## src/rtl/assert_macros.svh

```systemverilog
// ---------------------------------------------------------------------------
// assertion macros
// shared clocked assertion forms; empty when building for synthesis
// ---------------------------------------------------------------------------
`ifndef ASSERT_MACROS_SVH
`define ASSERT_MACROS_SVH

`ifndef SYNTHESIS

// same-cycle implication, disabled during reset
`define ASSERT_IMPL(label, ante, cons, msg) \
    label: assert property (@(posedge i_clk) disable iff (!i_rst_n) \
        (ante) |-> (cons)) else $error(msg);

// next-cycle implication, disabled during reset
`define ASSERT_NEXT(label, ante, cons, msg) \
    label: assert property (@(posedge i_clk) disable iff (!i_rst_n) \
        (ante) |=> (cons)) else $error(msg);

`else

`define ASSERT_IMPL(label, ante, cons, msg)
`define ASSERT_NEXT(label, ante, cons, msg)

`endif

`endif

```

## src/rtl/mfp_pkg.sv

```systemverilog
// ---------------------------------------------------------------------------
// mfp_pkg
// shared types, codes and constants of the multi-family generator
// ---------------------------------------------------------------------------
`timescale 1ns / 1ps

package mfp_pkg;

    // family codes
    localparam logic [2:0] FAM_XOSHIRO_SS = 3'd0;
    localparam logic [2:0] FAM_XOSHIRO_PP = 3'd1;
    localparam logic [2:0] FAM_XOROSHIRO  = 3'd2;
    localparam logic [2:0] FAM_PCG32      = 3'd3;
    localparam logic [2:0] FAM_SPLITMIX   = 3'd4;
    localparam logic [2:0] FAM_XORSHIFT   = 3'd5;
    localparam logic [2:0] FAM_XOSHIRO    = 3'd6;
    localparam logic [2:0] FAM_SPARE      = 3'd7;

    // request kind carried on tuser
    localparam logic OP_RESEED = 1'b0;
    localparam logic OP_NEXT   = 1'b1;

    // arithmetic constants
    localparam logic [63:0] SM_GAMMA = 64'h9E3779B97F4A7C15;
    localparam logic [63:0] SM_MUL1  = 64'hBF58476D1CE4E5B9;
    localparam logic [63:0] SM_MUL2  = 64'h94D049BB133111EB;
    localparam logic [63:0] PCG_MUL  = 64'd6364136223846793005;
    localparam logic [63:0] PCG_INC  = 64'd1442695040888963407;

    // controller states
    typedef enum logic [3:0] {
        S_IDLE,
        S_SM_ADD,
        S_MUL0,
        S_MUL1,
        S_MUL2,
        S_X27,
        S_X31,
        S_FIX,
        S_OUT_A,
        S_OUT_B,
        S_STEP,
        S_PCG_ST,
        S_EMIT
    } t_state;

    // datapath micro-operations
    typedef enum logic [3:0] {
        DP_NOP,
        DP_CAPTURE,
        DP_SM_ADD,
        DP_MUL0,
        DP_MUL1,
        DP_MUL2,
        DP_X27,
        DP_X31,
        DP_FIX,
        DP_OUT_A,
        DP_OUT_B,
        DP_STEP,
        DP_PCG_ST,
        DP_EMIT
    } t_dp_op;

    // multiplier constant select
    typedef enum logic [1:0] {
        K_MUL1,
        K_MUL2,
        K_PCG
    } t_ksel;

    // command from controller to datapath
    typedef struct packed {
        t_dp_op     op;
        logic [1:0] idx;
        t_ksel      ksel;
        logic       is_next;
        logic [2:0] family;
    } t_dp_cmd;

    // rotate left by a constant amount
    function automatic logic [63:0] rol64(input logic [63:0] x, input logic [5:0] k);
        return (x << k) | (x >> (7'd64 - {1'b0, k}));
    endfunction

endpackage

```

## src/rtl/mfp_ctrl.sv

```systemverilog
// ---------------------------------------------------------------------------
// mfp_ctrl
// sequencer for reseed and next requests, family register, output valid
// ---------------------------------------------------------------------------
`timescale 1ns / 1ps
`include "assert_macros.svh"

module mfp_ctrl (
    input  logic            i_clk,
    input  logic            i_rst_n,
    input  logic            i_s_tvalid,
    output logic            o_s_tready,
    input  logic            i_op,
    output logic            o_m_tvalid,
    input  logic            i_m_tready,
    input  logic            i_cfg_valid,
    output logic            o_cfg_ready,
    input  logic [2:0]      i_cfg_data,
    output mfp_pkg::t_dp_cmd o_cmd
);
    import mfp_pkg::*;

    t_state     r_state, n_state;
    logic [2:0] r_family, n_family;
    logic       r_is_next, n_is_next;
    logic [1:0] r_idx, n_idx;
    t_ksel      r_ksel, n_ksel;
    logic       r_out_valid, n_out_valid;

    logic       in_acc;
    logic       emit_go;
    logic [2:0] eff_family;

    // code seven behaves as splitmix64
    assign eff_family = (r_family == FAM_SPARE) ? FAM_SPLITMIX : r_family;
    assign in_acc     = i_s_tvalid && o_s_tready;
    assign emit_go    = (r_state == S_EMIT) && (!r_out_valid || i_m_tready);

    // next state
    always_comb begin
        n_state     = r_state;
        n_family    = r_family;
        n_is_next   = r_is_next;
        n_idx       = r_idx;
        n_ksel      = r_ksel;
        n_out_valid = r_out_valid;
        if (r_out_valid && i_m_tready) begin
            n_out_valid = 1'b0;
        end
        if (i_cfg_valid) begin
            n_family = i_cfg_data;
        end
        unique case (r_state)
            S_IDLE: begin
                if (in_acc) begin
                    n_idx = 2'd0;
                    if (i_op == OP_NEXT) begin
                        n_is_next = 1'b1;
                        case (eff_family) inside
                            FAM_SPLITMIX:                      n_state = S_SM_ADD;
                            FAM_PCG32, FAM_XORSHIFT, FAM_XOSHIRO: n_state = S_OUT_B;
                            default:                           n_state = S_OUT_A;
                        endcase
                    end else begin
                        n_is_next = 1'b0;
                        n_state   = S_SM_ADD;
                    end
                end
            end
            S_SM_ADD: begin
                n_ksel  = K_MUL1;
                n_state = S_MUL0;
            end
            S_MUL0: n_state = S_MUL1;
            S_MUL1: n_state = S_MUL2;
            S_MUL2: begin
                unique case (r_ksel)
                    K_MUL1:  n_state = S_X27;
                    K_MUL2:  n_state = S_X31;
                    default: n_state = S_PCG_ST;
                endcase
            end
            S_X27: begin
                n_ksel  = K_MUL2;
                n_state = S_MUL0;
            end
            S_X31: begin
                if (r_is_next) begin
                    n_state = S_EMIT;
                end else if (r_idx == 2'd3) begin
                    n_state = S_FIX;
                end else begin
                    n_idx   = r_idx + 2'd1;
                    n_state = S_SM_ADD;
                end
            end
            S_FIX:   n_state = S_IDLE;
            S_OUT_A: n_state = S_OUT_B;
            S_OUT_B: begin
                if (eff_family == FAM_PCG32) begin
                    n_ksel  = K_PCG;
                    n_state = S_MUL0;
                end else begin
                    n_state = S_STEP;
                end
            end
            S_STEP:   n_state = S_EMIT;
            S_PCG_ST: n_state = S_EMIT;
            S_EMIT: begin
                if (emit_go) begin
                    n_out_valid = 1'b1;
                    n_state     = S_IDLE;
                end
            end
            default: n_state = S_IDLE;
        endcase
    end

    // outputs and datapath command
    always_comb begin
        o_s_tready     = (r_state == S_IDLE);
        o_m_tvalid     = r_out_valid;
        o_cfg_ready    = 1'b1;
        o_cmd.idx      = r_idx;
        o_cmd.ksel     = r_ksel;
        o_cmd.is_next  = r_is_next;
        o_cmd.family   = eff_family;
        unique case (r_state)
            S_IDLE:   o_cmd.op = (in_acc && i_op == OP_RESEED) ? DP_CAPTURE : DP_NOP;
            S_SM_ADD: o_cmd.op = DP_SM_ADD;
            S_MUL0:   o_cmd.op = DP_MUL0;
            S_MUL1:   o_cmd.op = DP_MUL1;
            S_MUL2:   o_cmd.op = DP_MUL2;
            S_X27:    o_cmd.op = DP_X27;
            S_X31:    o_cmd.op = DP_X31;
            S_FIX:    o_cmd.op = DP_FIX;
            S_OUT_A:  o_cmd.op = DP_OUT_A;
            S_OUT_B:  o_cmd.op = DP_OUT_B;
            S_STEP:   o_cmd.op = DP_STEP;
            S_PCG_ST: o_cmd.op = DP_PCG_ST;
            S_EMIT:   o_cmd.op = emit_go ? DP_EMIT : DP_NOP;
            default:  o_cmd.op = DP_NOP;
        endcase
    end

    // state registers
    always_ff @(posedge i_clk) begin
        if (!i_rst_n) begin
            r_state     <= S_IDLE;
            r_family    <= FAM_XOSHIRO_SS;
            r_is_next   <= 1'b0;
            r_idx       <= 2'd0;
            r_ksel      <= K_MUL1;
            r_out_valid <= 1'b0;
        end else begin
            r_state     <= n_state;
            r_family    <= n_family;
            r_is_next   <= n_is_next;
            r_idx       <= n_idx;
            r_ksel      <= n_ksel;
            r_out_valid <= n_out_valid;
        end
    end

    // checks
    `ASSERT_IMPL(a_emit_only_next, r_state == S_EMIT, r_is_next, "emit during reseed")
    `ASSERT_NEXT(a_accept_leaves_idle, in_acc, r_state != S_IDLE, "accept did not start work")
    `ASSERT_IMPL(a_valid_from_emit, $rose(r_out_valid), $past(r_state == S_EMIT),
                 "output valid without emit")
    `ASSERT_IMPL(a_idx_seed_only, r_idx != 2'd0, !r_is_next, "word index moved on next request")

endmodule

```

## config.mk

```make
export PLATFORM = sky130hd
export DESIGN_NAME = mfp_ctrl
export DESIGN_NICKNAME = d
export VERILOG_FILES = /design/src/rtl/mfp_pkg.sv /design/src/rtl/mfp_ctrl.sv
export VERILOG_INCLUDE_DIRS = /design/src /design/src/rtl
export SDC_FILE = /design/constraint.sdc
export NUM_CORES = 1
export LEC_CHECK = 0
export ABC_AREA = 1
export BUFFER_PORTS_ARGS = -buffer_cell sky130_fd_sc_hd__clkbuf_2
export CORE_MARGIN = 10
export CORE_UTILIZATION = 53
export DETAILED_ROUTE_END_ITERATION = 6
export PLACE_DENSITY = 0.82
export SLEW_MARGIN = 20
export SYNTH_ARGS = -nofsm -noshare
export SYNTH_HDL_FRONTEND = slang
export SYNTH_SLANG_ARGS = --single-unit
```

## constraint.sdc

```tcl
create_clock -name i_clk -period 2.5 [get_ports i_clk]
set_clock_uncertainty 0.2 [all_clocks]
set_input_delay 0.5 -clock i_clk [delete_from_list [all_inputs] [get_ports i_clk]]
set_output_delay 0.5 -clock i_clk [all_outputs]
set_load 0.05 [all_outputs]
```

; ---- Word-level counts from Yosys, hierarchy flattened
; Cells that the tools add are included.
[word_totals]
in_bits = 9
mem_bits_rw = 0
output_inout_bits = 15
memories = 0
latchBits = 0
romBits = 0
word_cells = 73
register_bits = 13
[op_classes]
n_eq_ne = 24
order_cmp = 0
n_mux = 24
n_bitwise = 1
n_reduce_logical = 17
n_shift = 0
n_addsub = 1
multipliers = 0
div = 0
[ops]
columns = cell, n
row1 = 4-bit one-hot mux with 13 select lines, 1
row2 = 4-bit one-hot mux with 10 select lines, 1
row3 = 4-bit 2-to-1 mux, 7
row4 = 4-bit == test (second input constant), 5
row5 = 4-bit by 3-bit == test with 1-bit output (second input constant), 4
row6 = 3-bit == test (second input constant), 4
row7 = 4-bit by 2-bit == test with 1-bit output (second input constant), 2
row8 = 2-bit 2-to-1 mux, 4
row9 = 2-bit inequality test (second input constant), 4
row10 = 4-bit one-hot mux with 2 select lines, 1
row11 = 1-bit 2-to-1 mux, 6
row12 = 3-bit 2-to-1 mux, 2
row13 = 2-bit one-hot mux with 3 select lines, 1
row14 = 2-bit AND reduction, 3
row15 = 4-bit by 1-bit == test with 1-bit output (second input constant), 1
row16 = 1-bit logical AND, 4
row17 = 4-bit zero test, 1
row18 = 2-bit one-hot mux with 2 select lines, 1
row19 = 4-bit AND reduction, 1
row20 = 2-bit OR reduction, 2
row21 = 3-bit by 2-bit == test with 1-bit output (second input constant), 1
row22 = 3-bit nonzero test, 1
row23 = 3-bit OR reduction, 1
row24 = 2-bit by 1-bit adder with 2-bit output (second input constant), 1
row25 = other kinds (8), 8

; ---- Longest topological paths before layout
; Gate-level depths: netlist (run 1).
[depth]
ltp_word = 9
ltp_mapped = 9
depth_no_buf = 9

; ---- Least setup slack after synthesis (run 1)
; OpenSTA, ideal clock, no wires.
[synth_timing]
path_type = reg2out
start = register r_state[3]
end = output port o_cmd[11] (netlist bit)
path_buffers = 0
required_time_ns = 1.800
path_slack_ns = -0.559
path_stages_with_launch = 4
arrival_ns = 2.359
path_cell_list = dfxtp_1 inv_1 nand2_1 o311ai_0
[synth_rtl]
columns = element, line_no
row1 = "start, declared", mfp_ctrl.sv:23  ; t_state r_state, n_state;
row2 = "start signal, assigned", mfp_ctrl.sv:156  ; r_state <= n_state;
row3 = "end, declared", mfp_ctrl.sv:19  ; output mfp_pkg::t_dp_cmd o_cmd

==> results of run 1 <==
cells by family (layout without fill, tap and decap cells):
group / count (synthesis) / in the layout / synth area share [%]
adders and majority gates: 1 / 1 / 1.56
AOI/OAI and AO/OA: 26 / 26 / 18.8
buffers and inverters: 29 / 52 / 14.5
and+or+nand+nor: 61 / 61 / 32.2
other: 1 / 1 / 0.467
DFF: 13 / 13 / 32.4
area by class of cell:
| cell class | instances | area (um2) | area share, % |
|---|---|---|---|
| multi-input combinational | 89 | 427 | 45.2 |
| sequential | 13 | 260 | 27.5 |
| timing repair buffer | 22 | 115 | 12.2 |
| inverter | 26 | 97.6 | 10.3 |
| clock buffer | 4 | 26.3 | 2.78 |
| tap | 15 | 18.8 | 1.99 |
power breakdown:
part,internal (mW),switching (mW)
Combinational,0.131,0.378
Clock,0.0621,0.0727
Sequential,0.238,0.0444
Total,0.432,0.495
flip-flops by register name (all words and copies together) (netlist names):
register	count
r_is_next	1
r_ksel	2
r_state	4
r_family	3
o_m_tvalid	1
r_idx	2
tightest hold or removal path, stage by stage:
cell and delay (ps):
clkbuf_2 80, nor2_1 30, nor2_1 80
cell usage in the layout, fill, tap and decap left out:
master / count
inv_2: 3
ha_1: 1
clkbuf_4: 4
o211ai_1: 3
a21boi_0: 1
o311ai_1: 1
clkbuf_2: 20
nor3_1: 1
nand3_1: 7
o21ai_0: 6
buf_4: 1
nor2_1: 16
nand4_1: 3
clkbuf_1: 1
inv_1: 23
o2111ai_1: 2
nand2_1: 31
o21ai_1: 4
a21oi_1: 9
nor2_2: 2
nor2_4: 1
dfxtp_1: 13
conb_1: 1
per-layer routing:
| layer | track usage, % | vias to the layer above | share of wire, % |
|---|---|---|---|
| met2 | 20.1 | 33 | 48 |
| li1 | - | 462 | - |
| met4 | 6.56 | 0 | 1.2 |
| met5 | 0 | - | 0 |
| met1 | 14.6 | 389 | 42 |
| met3 | 3.00 | 3 | 8.4 |
worst max-delay path by stage:
stage | from | to | slack [ps] | depth (start not counted)
floorplan | r_state[3] | o_cmd[11] | 40 | 3
global placement | i_m_tready | o_cmd[8] | 440 | 8
detailed placement | i_m_tready | o_cmd[8] | 430 | 8
CTS | r_state[1] | o_cmd[8] | 140 | 6
global route | r_state[2] | o_cmd[10] | 10 | 7
finish | r_state[0] | o_cmd[10] | 170 | 5
==> impl_metrics.toml, run 1 <==
[logic_synthesis]
synth.distinct_cells = 21
ys.flop_type = "dfxtp_1"
synth_commonest_cells = "31 x nand2_1, 23 x inv_1, 16 x nor2_1, 13 x dfxtp_1, 9 x a21oi_1"
synth_area_um2 = 803
yosysMostFrequentCell = "nand2_1"
synthArstFlopShare_pct = 0
netlist.area_leader.share_pct = 32.4
ys_ff_latch = 13
seq_area_frac_synth_pct = 32.4
synth_fp_nets = 141
ys_warn_count = 0
synth_area_leader_cell = "dfxtp_1"
ys_top_cells_by_area = "dfxtp_1 32%, nand2_1 14%, inv_1 11%"
postSynthAreaPerCell_um2 = 6.13
syn_inst = 131
synth_edf_count = 0

[floorplanning]
ioPinCount = 24
core_area_mm2 = 0.00137
initial_utilization_pct = 58.8
die_w_um = 58.9
dieArea_mm2 = 0.00347
rows = 13
die_h_um = 58.9

[layout]
drive_above_1_share_pct = 20.1
area_growth_pct = 17.6
fillers = 133
antennaDiodeCount = 0
fin_cells = 169
final_area_um2 = 945
fin_nets = 165
utilization_pct = 69.1

[route]
via_per_inst = 5.25
antenna_left = 0
dr.first_iter.drc_count = 35
avgRoutedWirePerCell_um = 12.0
vias = 887
wl_um = 2030
drc = 0
dr.pass1.iters = 4

[timing]
slew_violations = 0
holdWs_ps = 239
setup_viol_count_final = 0
hold_viol_final = 0
setup_ws_ps = 172
rsz0062_at_grt = "false"
fin_setup_tns_ps = 0
fmax_mhz = 429
fin_crit_sh_pct = 93.1
fin_crit_ps = 2330

[placed_design]
dp_hpwl_um = 1650
dpl_cell_area_um2 = 913
placed_cells = 165
dp_slack_ps = 427
gp_congestion = 0.904
port_buffers = 22

[min_path]
whs_endpoint = "r_family[0]"
whs_path_depth = 3
min-delay-start = "i_cfg_data[0]"
min_path_type = "in2reg"

[setup_path]
cp-end-kind = "output port"
crit_chain = "inv_2 > nor2_1 > nand2_1 > o211ai_1 > clkbuf_4"
rr_endpoint = "r_ksel[0]"
crit_path_start_kind = "flip-flop"
crit_buf_inv = 2
worstSetupPathType = "reg2out"
path_max_fanout = 7
required_ps = 1800
reg2reg_depth = 6
arrival_ps = 1630
cp_slowest_stage_delay_ps = 470
crit_family = "flip-flops"
r2r_start = "r_state[3]"
cp_slowest_cell = "dfxtp_1"
reg2reg_slack_ps = 950

[global_routing]
grt_use_total_pct = 12.4
grt_pass1_vias = 846
grt-ovfl-total = 0
grt_max_degree = 10
antenna_found_initial = 0
grt_pass1_wl_um = 3480

[pwr]
vdd_ir_drop_max_uv = 596
power_leakage_nw = 0.485
powerDensity_mw_per_mm2 = 981
power_uw = 927

[clock_network]
root_buffer = "clkbuf_4"
cts.sinks = 13
clock_path_buffers = 2
cts_tree = "yes"
cts_hold_buf = 0
clk_pin_slew_ps = 80
cts_resized = 0
ctsHtreeMaxLevel = 1
post_cts_buffers = 0
numCtsBuffers = 3
worst_skew_pair.late_latency_ps = 290

[run_status]
run_status = "finished, final reports clean"

[run]
max_cap_violations = 0
Note: power is estimated with default switching activity, not from simulation.
==> run 2, diff against run 1 <==
- RECOVER_POWER: not set -> 50
==> run 2 against run 1 <==
Clock power is essentially flat. Die area stayed put. Sequential share of layout area rose by 0.30 points. First-iteration DRC count rose by 17%. Setup slack improved by 2.5 ps. Non-clock buffer count unchanged. Design area is 1.1% lower. Fmax rose by 0.11%. Combinational power decreased by 1%. Worst hold slack barely moved. Critical endpoint unchanged. Highest routed layer unchanged.
==> impl_metrics.toml, run 2 (synthesized netlist as in run 1, its figures left out) <==
[pwr]
power_uw = 923
p_comb_share_pct = 54.7
powerDensity_mw_per_mm2 = 988
intPower_uw = 430
pwr-share-clk_pct = 14.6
swShare_pct = 53.4
p_switching_uw = 493
p_seq_share_pct = 30.8
power_leakage_nw = 0.479
vdd_ir_drop_max_uv = 595

[setup_path]
path_max_fanout = 7
crit_family = "flip-flops"
worstSetupPathType = "reg2out"
cp-end-kind = "output port"
cp_slowest_cell = "dfxtp_1"
cp_slowest_stage_delay_ps = 470
cp.depth = 5
arrival_ps = 1630
required_ps = 1800
reg2reg_depth = 8
crit_path_end = "o_cmd[10]"
critPathLaunch = "r_state[0]"
r2r_start = "r_state[1]"
crit_path_start_kind = "flip-flop"
rr_endpoint = "r_idx[1]"
reg2reg_slack_ps = 830
crit_chain = "inv_2 > nor2_1 > nand2_1 > o211ai_1 > clkbuf_4"
crit_buf_inv = 2

[clock_network]
cts.sinks = 13
post_cts_buffers = 0
cts_tree = "yes"
worst_skew_pair.late_latency_ps = 290
clock_path_buffers = 2
root_buffer = "clkbuf_4"
cts_resized = 0
ctsHtreeMaxLevel = 1
clk_pin_slew_ps = 80
cts_hold_buf = 0
numCtsBuffers = 3

[min_path]
min-delay-start = "i_cfg_data[0]"
whs_path_depth = 3
min_path_type = "in2reg"

[run]
max_cap_violations = 0

[layout]
final_common_cell = "nand2_1"
final_area_um2 = 935
antennaDiodeCount = 0
final_cell_mix = "31 x nand2_1, 23 x inv_1, 18 x clkbuf_2, 17 x nor2_1, 13 x dfxtp_1"
largest_register = "r_state"
fin_nets = 165
drive_above_1_share_pct = 18.2
largest_register_ff_count = 4
utilization_pct = 68.4
fin_cells = 169
reg.largest.list = "r_state x4, r_family x3"
area_growth_pct = 16.4

[route]
vias = 908
via_per_inst = 5.37
wl_um = 2070
dr.first_iter.drc_count = 41
antenna_left = 0
drc = 0
dr.pass1.iters = 4
avgRoutedWirePerCell_um = 12.3

[timing]
fin_crit_ps = 2330
rsz0062_at_grt = "false"
setup_viol_count_final = 0
fin_crit_sh_pct = 93.0
fmax_mhz = 430
slew_violations = 0
holdWs_ps = 239
fin_setup_tns_ps = 0
worstMarginPinSlew_ps = 599
slew_headroom_pct = 60.3
setup_ws_ps = 174
hold_viol_final = 0

[floorplanning]
die_h_um = 58.9
initial_utilization_pct = 58.8
die_w_um = 58.9
rows = 13
ioPinCount = 24
dieArea_mm2 = 0.00347
core_area_mm2 = 0.00137

[placed_design]
gp_congestion = 0.904
dpl_cell_area_um2 = 913
dp_slack_ps = 427
dp_hpwl_um = 1650
placed_cells = 165
port_buffers = 22

[global_routing]
grt_use_total_pct = 12.4
grt_max_degree = 10
grt-ovfl-total = 0
antenna_found_initial = 0
grt_pass1_wl_um = 3480
grt_pass1_vias = 846

[run_status]
run_status = "finished, final reports clean"
[run 2: cell count changes in the layout (fill, tap and decap cells not counted)]
cell	delta
o21ai_0	+3
o21ai_1	-3
nor2_4	-1
clkbuf_2	-2
nor2_1	+1
clkbuf_1	+2
[run 2: final cells by class]
cell class / count / area, um2
clock buffers: 4 / 26.3
multi-input cells: 89 / 419
well taps: 15 / 18.8
flip-flops and latches: 13 / 260
inverters: 26 / 97.6
fillers: 135 / 432
repair buffers: 22 / 113
[run 2: power by group through the flow]
stage	registers [mW]	logic [mW]	clock network (mW)
after detailed placement	0.286	0.501	0
after global routing	0.288	0.548	0.148
after CTS	0.282	0.502	0.138
after global placement	0.286	0.497	0
final	0.284	0.504	0.135
after floorplan	0.296	0.392	0
[run 2: worst register-to-register path, cell delays in order, from the launching register on]
cell and delay (ps):
dfxtp_1 480, nand2_1 100, nor2_1 260, o21ai_0 190
o21ai_0 130, inv_2 70, nand2_1 60, nand2_1 40
nor2_1 70
[run 2: how the worst min path moves through the flow]
stage / to / slack (ps)
finish: r_family[0] / 240
detailed placement: r_idx[0] / 300
global placement: r_idx[0] / 270
floorplan: r_family[1] / 280
global route: r_family[0] / 260
CTS: r_family[0] / 230
[run 2: routing by layer]
layer	wire length (um)	global-route usage (%)	up-vias
li1	-	-	461
met1	900	14.6	403
met2	967	20.1	35
met3	152	3.00	9
met4	53	6.56	0
met5	0	0	-
==> run 3, diff against run 2 <==
- CORE_UTILIZATION: 53 -> 44
- MAX_ROUTING_LAYER: not set -> met4
- PLACE_DENSITY: 0.82 -> 0.73
- clock period: 2.5 -> 2.1 ns (I/O delays scaled with it)
==> run 3 against run 2 <==
Register-to-register slack worse by 480 ps. Setup slack worse by 130 ps. Via count up 4.6%. Global-route usage shrank 0.48 points. Non-clock buffer count is 11 higher. Combinational power increased by 63%. Clock-buffer cell count unchanged.
==> impl_metrics.toml, run 3 (synthesized netlist as in run 1, its figures left out) <==
[setup_path]
rr_endpoint = "r_state[3]"
required_ps = 1480
crit_chain = "inv_4 > nand2_4 > nor2_4 > nand2_2 > o21ai_1 > inv_1 > o211ai_1 > clkbuf_8"
crit_buf_inv = 3
crit_family = "flip-flops"
r2r_start = "r_state[1]"
arrival_ps = 1440
worstSetupPathType = "reg2out"
crit_path_start_kind = "flip-flop"
reg2reg_slack_ps = 350
cp_slowest_cell = "dfxtp_4"
cp_slowest_stage_delay_ps = 380
path_max_fanout = 3
reg2reg_depth = 12
cp-end-kind = "output port"

[clock_network]
ctsHtreeMaxLevel = 1
clock_path_buffers = 2
worst_skew_pair.late_latency_ps = 270
clk_pin_slew_ps = 80
cts_hold_buf = 0
cts.sinks = 13
root_buffer = "clkbuf_4"
cts_tree = "yes"
numCtsBuffers = 3

[pwr]
vdd_ir_drop_max_uv = 788
power_mw = 1.33
powerDensity_mw_per_mm2 = 1160
power_leakage_nw = 0.579

[route]
dr.first_iter.drc_count = 46
dr.pass1.iters = 4
antenna_left = 0
avgRoutedWirePerCell_um = 12.5
via_per_inst = 5.00
vias = 950
drc = 0
wl_um = 2380

[floorplanning]
rows = 15
die_w_um = 62.7
initial_utilization_pct = 46.5
die_h_um = 62.7
ioPinCount = 24
core_area_mm2 = 0.00173
dieArea_mm2 = 0.00393

[layout]
reg.largest.list = "r_state x4, r_family x3"
antennaDiodeCount = 0
fillers = 171
largest_register_ff_count = 4
drive_above_1_share_pct = 37.0
area_growth_pct = 42.4
final_common_cell = "nand2_1"
largest_register = "r_state"
utilization_pct = 66.2
fin_cells = 190
final_cell_mix = "25 x nand2_1, 22 x inv_1, 19 x clkbuf_2, 12 x nor2_1, 11 x buf_4"
fin_nets = 176

[placed_design]
gp_congestion = 0.914
port_buffers = 22
dp_hpwl_um = 1830
dp_slack_ps = 130
placed_cells = 179

[global_routing]
grt_pass1_wl_um = 3820
antenna_found_initial = 0
grt-ovfl-total = 0
grt_use_total_pct = 11.9
grt_pass1_vias = 907
grt_max_degree = 10

[timing]
fin_crit_ps = 2060
hold_viol_final = 0
holdWs_ps = 167
setup_viol_count_final = 0
rsz0062_at_grt = "true"
fmax_mhz = 486
fin_crit_sh_pct = 98.0
setup_ws_ps = 41.6
slew_violations = 0

[min_path]
whs_path_depth = 3
min-delay-start = "i_cfg_data[0]"
whs_endpoint = "r_family[0]"
min_path_type = "in2reg"

[run_status]
run_status = "finished, final reports clean"

[run]
max_cap_violations = 0
## run 3: cell types whose count changed in the layout (fill, tap and decap cells not counted), sizes merged
cell    before  now
clkbuf      25   24
buf          1   13
## run 3: cell type report
class / count / area (um2) / area share [%]
multi-input cells: 89 / 495 / 43.3
flip-flops and latches: 13 / 277 / 24.2
well taps: 25 / 31.3 / 2.74
clock buffers: 4 / 26.3 / 2.30
inverters: 26 / 103 / 8.97
repair buffers: 33 / 211 / 18.5
## run 3: power breakdown
part	internal (mW)	leakage, nW	switching [mW]	total [mW]
clock	0.0736	0.0150	0.0825	0.156
combinational	0.287	0.454	0.534	0.821
sequential	0.294	0.110	0.0546	0.349
total	0.655	0.579	0.671	1.33
## run 3: worst max path at each step
stage / start / endpoint / slack [ps] / depth (start not counted)
6_report: r_state[1] / o_cmd[10] / 40 / 8
2_1_floorplan: o_m_tvalid / o_cmd[10] / 100 / 7
3_5_place_dp: r_state[2] / o_cmd[10] / 130 / 7
4_1_cts: r_state[1] / o_cmd[10] / 4 / 8
5_1_grt: r_state[1] / o_cmd[10] / -20 / 8
3_3_place_gp: i_m_tready / o_cmd[8] / 160 / 8
## run 3: worst register-to-register path, cell delays in order, from the launching register on
cell and delay (ps):
dfxtp_4 390, inv_4 50, nand2_4 70, nor2_4 40, buf_4 120, buf_4 120, buf_4 120, buf_4 120
nand2_1 120, o21ai_1 90, inv_1 80, nand2_1 60, a21oi_1 100
## run 3: repair_timing
item	CTS	global route
gates resized for setup	13	20
cloned	0	0
pin swaps	2	4
buffers inserted	7	0
hold endpoints to repair	0	0
setup endpoints to repair	3	4
## run 3: metal layers
| layer | vias to the layer above | wire [um] | GRT usage, % | share of wire [%] |
|---|---|---|---|---|
| met5 | - | 0 | - | 0 |
| met2 | 27 | 1130 | 18.5 | 48 |
| met4 | 0 | 76 | 7.26 | 3.2 |
| met1 | 428 | 1040 | 12.9 | 44 |
| met3 | 12 | 128 | 4.12 | 5.4 |
| li1 | 483 | - | - | - |
## run 3: per-stage QoR
step	cell area, um2	setup TNS (ps)
floorplan	823	0
global placement	976	0
detailed placement	976	0
CTS	1090	0
global route	1140	-43.6
finish	1140	0
